### src/design/fcwdm_pkg.sv
package fcwdm_pkg;

  // Default dictionary depth
  localparam int unsigned DICT_DEPTH_DEFAULT = 4096;

  // Field widths
  localparam int unsigned KIND_W  = 2;
  localparam int unsigned INDEX_W = 12;
  localparam int unsigned WORD_W  = 32;
  localparam int unsigned CHAR_W  = 8;
  localparam int unsigned FILL_W  = 3;

  // Characters in one window
  localparam logic [FILL_W-1:0] WORD_LEN = 3'd4;

  // Item kinds
  typedef enum logic [KIND_W-1:0] {
    KIND_STORE = 2'd0,
    KIND_CHAR  = 2'd1,
    KIND_EOL   = 2'd2
  } kind_e;

  // Controller to datapath commands
  typedef struct packed {
    logic clear_wr;
    logic accept;
    logic scan_rd;
    logic load_out;
  } dp_cmd_t;

  // Datapath to controller status
  typedef struct packed {
    logic addr_last;
    logic scan_needed;
    logic out_free;
  } dp_status_t;

endpackage

### src/design/fcwdm_ctrl.sv
module fcwdm_ctrl
  import fcwdm_pkg::*;
(
  input  logic       clk_i,
  input  logic       rst_ni,
  input  logic       in_valid_i,
  output logic       in_stall_o,
  input  dp_status_t status_i,
  output dp_cmd_t    cmd_o
);

  localparam logic [2:0] ST_CLEAR  = 3'd0;
  localparam logic [2:0] ST_IDLE   = 3'd1;
  localparam logic [2:0] ST_SCAN   = 3'd2;
  localparam logic [2:0] ST_LAST   = 3'd3;
  localparam logic [2:0] ST_RESULT = 3'd4;

  logic [2:0] state_q, state_d;

  // Take input beats only when idle
  assign in_stall_o = (state_q != ST_IDLE);

  // Next state and commands
  always_comb begin
    state_d        = state_q;
    cmd_o          = '0;
    unique case (state_q)
      ST_CLEAR: begin
        cmd_o.clear_wr = 1'b1;
        if (status_i.addr_last) begin
          state_d = ST_IDLE;
        end
      end
      ST_IDLE: begin
        if (in_valid_i) begin
          cmd_o.accept = 1'b1;
          state_d      = status_i.scan_needed ? ST_SCAN : ST_RESULT;
        end
      end
      ST_SCAN: begin
        cmd_o.scan_rd = 1'b1;
        if (status_i.addr_last) begin
          state_d = ST_LAST;
        end
      end
      ST_LAST: begin
        // let the final read data be compared
        state_d = ST_RESULT;
      end
      ST_RESULT: begin
        if (status_i.out_free) begin
          cmd_o.load_out = 1'b1;
          state_d        = ST_IDLE;
        end
      end
      default: begin
        state_d = ST_CLEAR;
      end
    endcase
  end

  always_ff @(posedge clk_i or negedge rst_ni) begin
    if (!rst_ni) begin
      state_q <= ST_CLEAR;
    end else begin
      state_q <= state_d;
    end
  end

endmodule

### config.mk
export PLATFORM = sky130hd
export DESIGN_NAME = fcwdm_ctrl
export DESIGN_NICKNAME = d
export VERILOG_FILES = /design/src/design/fcwdm_pkg.sv /design/src/design/fcwdm_ctrl.sv
export SDC_FILE = /design/constraint.sdc
export NUM_CORES = 1
export LEC_CHECK = 0
export BUFFER_PORTS_ARGS = -buffer_cell sky130_fd_sc_hd__buf_2
export CORE_AREA = 2 2 39 41
export DETAILED_ROUTE_END_ITERATION = 10
export DIE_AREA = 0 0 41 43
export GPL_TIMING_DRIVEN = 0
export HOLD_SLACK_MARGIN = 0.15
export SYNTH_ARGS = -nofsm -noshare
export SYNTH_HDL_FRONTEND = slang
export SYNTH_SLANG_ARGS = --single-unit
### constraint.sdc
create_clock -name clk_i -period 1.1 [get_ports clk_i]
set_input_delay 0.055 -clock clk_i [delete_from_list [all_inputs] [get_ports clk_i]]
set_output_delay 0.055 -clock clk_i [all_outputs]
set_load 0.02 [all_outputs]
After elaboration in Yosys (flattened, before gate mapping)

Index checks and enable logic that the tools add are counted.

Output and inout port bits: 5
Register bits after elaboration: 3
Word-level logic and storage cells: 24
Bits of input ports: 6

Equal/unequal tests: 9
Mux-type cells: 12
Reduce and logical (&&, ||, !) cells: 2

Operators with widths:

| cell                                                   | number |
|---|---|
| 2-to-1 mux 3 bit                                       | 5 |
| one-hot mux 3 bit (5 select lines)                     | 1 |
| inequality test 2 bit (second input constant)          | 4 |
| == test 3 x 2 -> 1 bit (second input constant)         | 2 |
| 2-to-1 mux 1 bit                                       | 6 |
| AND reduction 4 bit                                    | 1 |
| == test 3 x 1 -> 1 bit (second input constant)         | 1 |
| == test 3 bit (second input constant)                  | 1 |
| logical NOT 3 bit                                      | 1 |
| inequality test 3 x 1 -> 1 bit (second input constant) | 1 |

Depth between registers and ports, before layout

Depth in word-level cells: 3
Depth in mapped cells: 3
Depth with buffers taken out: 3

Least setup slack after synthesis

OpenSTA, ideal clock, no wires.

Kind: register to output
Start point: reg state_q[2]
End point: out cmd_o[2] (netlist bit)
Cell stages (with the launch flop): 3
Arrival time: 1235 ps
Path slack: -190 ps
Data required time: 1045 ps
Buffers on the path: 0
Path through: dfrtp_1 > or3b_1 > nor2_1

RTL lines:

| what                   | RTL line         | text |
|---|---|---|
| from (decl)            | fcwdm_ctrl.sv:18 | `logic [2:0] state_q, state_d;` |
| from (signal assigned) | fcwdm_ctrl.sv:66 | `state_q <= state_d;` |
| to (decl)              | fcwdm_ctrl.sv:9  | `output dp_cmd_t cmd_o` |

==> results by group <==
Timing
  • PnR worst setup slack: -187 ps
  • Relative slew slack: a little over four fifths
  • Clk_skew: 2.55 ps
  • Tcrit/Tclk final: 117%
  • Tightest Pin Transition: about 230 ps
  • RSZ-0062 raised after global routing: yes
  • Final Hold Viols: 0
  • Setup violators final: 6
  • Max Clk Rate: 777 MHz
  • Tmin final: 1290 ps
  • Pins over their slew limit: 0

Routing
  • Drt via density: 3.78
  • DRC: 0
  • Detail Route Antenna Nets: 0
  • Initial drt markers: 2
  • Post-Route WL: 513 um
  • Routed vias: 223
  • WL per Instance: just under 9 um
  • DRT Pass-1 Iters: 2

Setup path
  • Critical Path Start Type: flip-flop
  • Critical path type: reg -> out
  • Critical path required time: 1040 ps
  • Worst path cell trace: or3b_4 > nor2_4 > buf_6
  • Crit path DAT: roughly 1200 ps
  • Worst setup EP type: primary output
  • Critical Path Fanout Max: 3
  • Slowest CP cell: dfrtp_2
  • Flop-to-flop setup slack: -160 ps
  • Worst Path Buf+Inv: 1
  • Crit path largest cell delay: 400 ps
  • CP top delay family: simple AND/OR/NAND/NOR gates

Synthesis
  • Unique masters post-synth: 12
  • Cells after Synth: 21
  • Mapped Area: 168 sq um
  • Fraction of the yosys area taken by sequential cells: 44.8%
  • Synthesized area per cell: 7.98 sq um
  • Warnings, synthesis: 0
  • Largest area contributor in the netlist: dfrtp_1
  • Mapped Nets: 27
  • Seq cells post-synth: 3
  • Synth top area cells: dfrtp_1 (45%), nor2_1 (11%), a21oi_1 (6.0%)
  • Synth top area share: 44.8%

Die
  • Initial core utilization: 12.1%
  • Rows: 14
  • Die Ht: about 43 um
  • Placeable Area: 1380 sq um
  • I/O pin count: 11
  • Width of the die: 41 um
  • Die area: 1760 sq um

Global route
  • GRT met1 Usage: 5.84%
  • GR Util met3: 4.71%
  • GR Util All Layers: 6.75%
  • Most used routing layer: met2
  • Largest net degree at the start of global routing: 8
  • Gr ovfl total: 0
  • Vias in the first global route: 207
  • Initial antenna violation count: 0
  • Global-route wire length before repair: 724 um
  • Met2 GRT Util: 9.69%

Layout
  • Share of layout cells above drive strength 1: between 50% and 60%
  • Nets@finish: 50
  • Ant. Diodes: 0
  • Final design utilization: a little over a quarter
  • Biggest regs: state_q x3
  • Area Growth Syn to Fin: 125%
  • Top reg by flops: state_q
  • Max reg flops: 3
  • Leading cell types in the layout, fill and taps excluded: buf_2 (6), buf_4 (6), nor2_1 (4), dlygate4sd3_1 (4), clkbuf_4 (3)

Pwr
  • NetSw: between 0.4 and 0.5 mW
  • Pint: 0.673 mW
  • Flop pwr share: approximately 19%
  • Clock Power Share: 16.2%
  • Combinational fraction of design power: 65.2%
  • Sw Ratio: 41.1%
  • Peak VDD IR: 0.000641 V
  • Lkg Pwr: 0.190 nW
  • PD cells: 3020 nW/um^2

Placed design
  • Port Buffer Count: 10
  • Post-DP HPWL: 358 um
  • Post-Place Setup Slack: -59.3 ps
  • Gpl congestion: 0.671

Flow run
  • Max Cap Viol: 0

Run status
  • Status: complete, but fails checks
  • Failing checks: negative setup slack

Hold path
  • Hold WC Path Type: in -> reg

CTS
  • Num CTS Buffers: 3
  • Clock Sinks: 3
  • H-tree Lvls: 1
  • CTS tree: done
  • Clk root buf: clkbuf_4
  • CTS Buffer Depth: 2
  • Clock network latency to the later pin of the worst-skew pair: 230 ps
  • Clock Pin Slew Worst Setup and Hold Paths: 40 ps
==> power by group through the flow <==
| stage | logic [mW] | clock network [mW] | registers (mW) |
|---|---|---|---|
| after floorplan | 0.342 | 0 | 0.235 |
| after global placement | 0.462 | 0 | 0.251 |
| after detailed placement | 0.469 | 0 | 0.251 |
| after CTS | 0.702 | 0.197 | 0.206 |
| after global routing | 0.797 | 0.205 | 0.217 |
| final | 0.745 | 0.185 | 0.212 |
==> final timing paths <==
kind / to / startpoint / depth (start not counted)
min: state_q[1] / status_i[1] / 4
min reg2reg: state_q[1] / state_q[2] / 2
max in group asynchronous: state_q[2] / rst_ni / 3
max reg2reg: state_q[1] / state_q[1] / 3
max: cmd_o[2] / state_q[2] / 3
min in group asynchronous: state_q[1] / rst_ni / 3
==> cells in the mapped netlist <==
library cell	count
nor2_1	5
dfrtp_1	3
a21oi_1	2
inv_1	2
nand2_1	2
a211o_1	1
and3_1	1
inv_2	1
nor3_1	1
o32ai_1	1
or3b_1	1
or4_1	1
==> layout make-up <==
type / count / area (sq um)
fill: 156 / 1010
timing repair buffer: 18 / 138
multi-input combinational: 15 / 106
sequential: 3 / 76.3
clock buffer: 4 / 26.3
tap: 16 / 20.0
inverter: 3 / 11.3
==> tightest hold or removal path: cells and delay by family <==
kind	cells	cell delay (ps)
AOI/OAI and AO/OA	1	50
and+or+nand+nor	1	120
buffers and inverters	2	160
==> through the flow <==
stage	instance area [sq um]	hold WS, ps	setup TNS, ps	power [mW]	std cells
final	378	191	-808	1.14	59
after global routing	378	216	-1150	1.22	59
after CTS	364	171	-837	1.11	59
after detailed placement	248	-147	-146	0.719	47
after global placement	248	-148	-137	0.713	47
after floorplan	178	-241	-17.8	0.577	21
==> cells by family after synthesis <==
logic type / share of synthesized area (%)
DFF: 44.8
and+or+nand+nor: 32.1
AOI/OAI and AO/OA: 16.4
buffers and inverters: 6.72
==> routing by layer <==
layer	share of wire (%)	vias to the layer above	wire length, um
li1	-	117	-
met5	0	-	0
met1	37	99	190
met3	9.2	0	47
met4	0	0	0
met2	54	7	275
==> timing repair <==
action                                  4_1_cts  5_1_grt
hold buffers                                  4        0
endpoints found under the hold margin         5        0
gates resized for setup                       7        4
pin swaps                                     1        2
setup buffers                                 4        0
endpoints found under the setup margin        6        7
(Power assumes the default switching activity.)
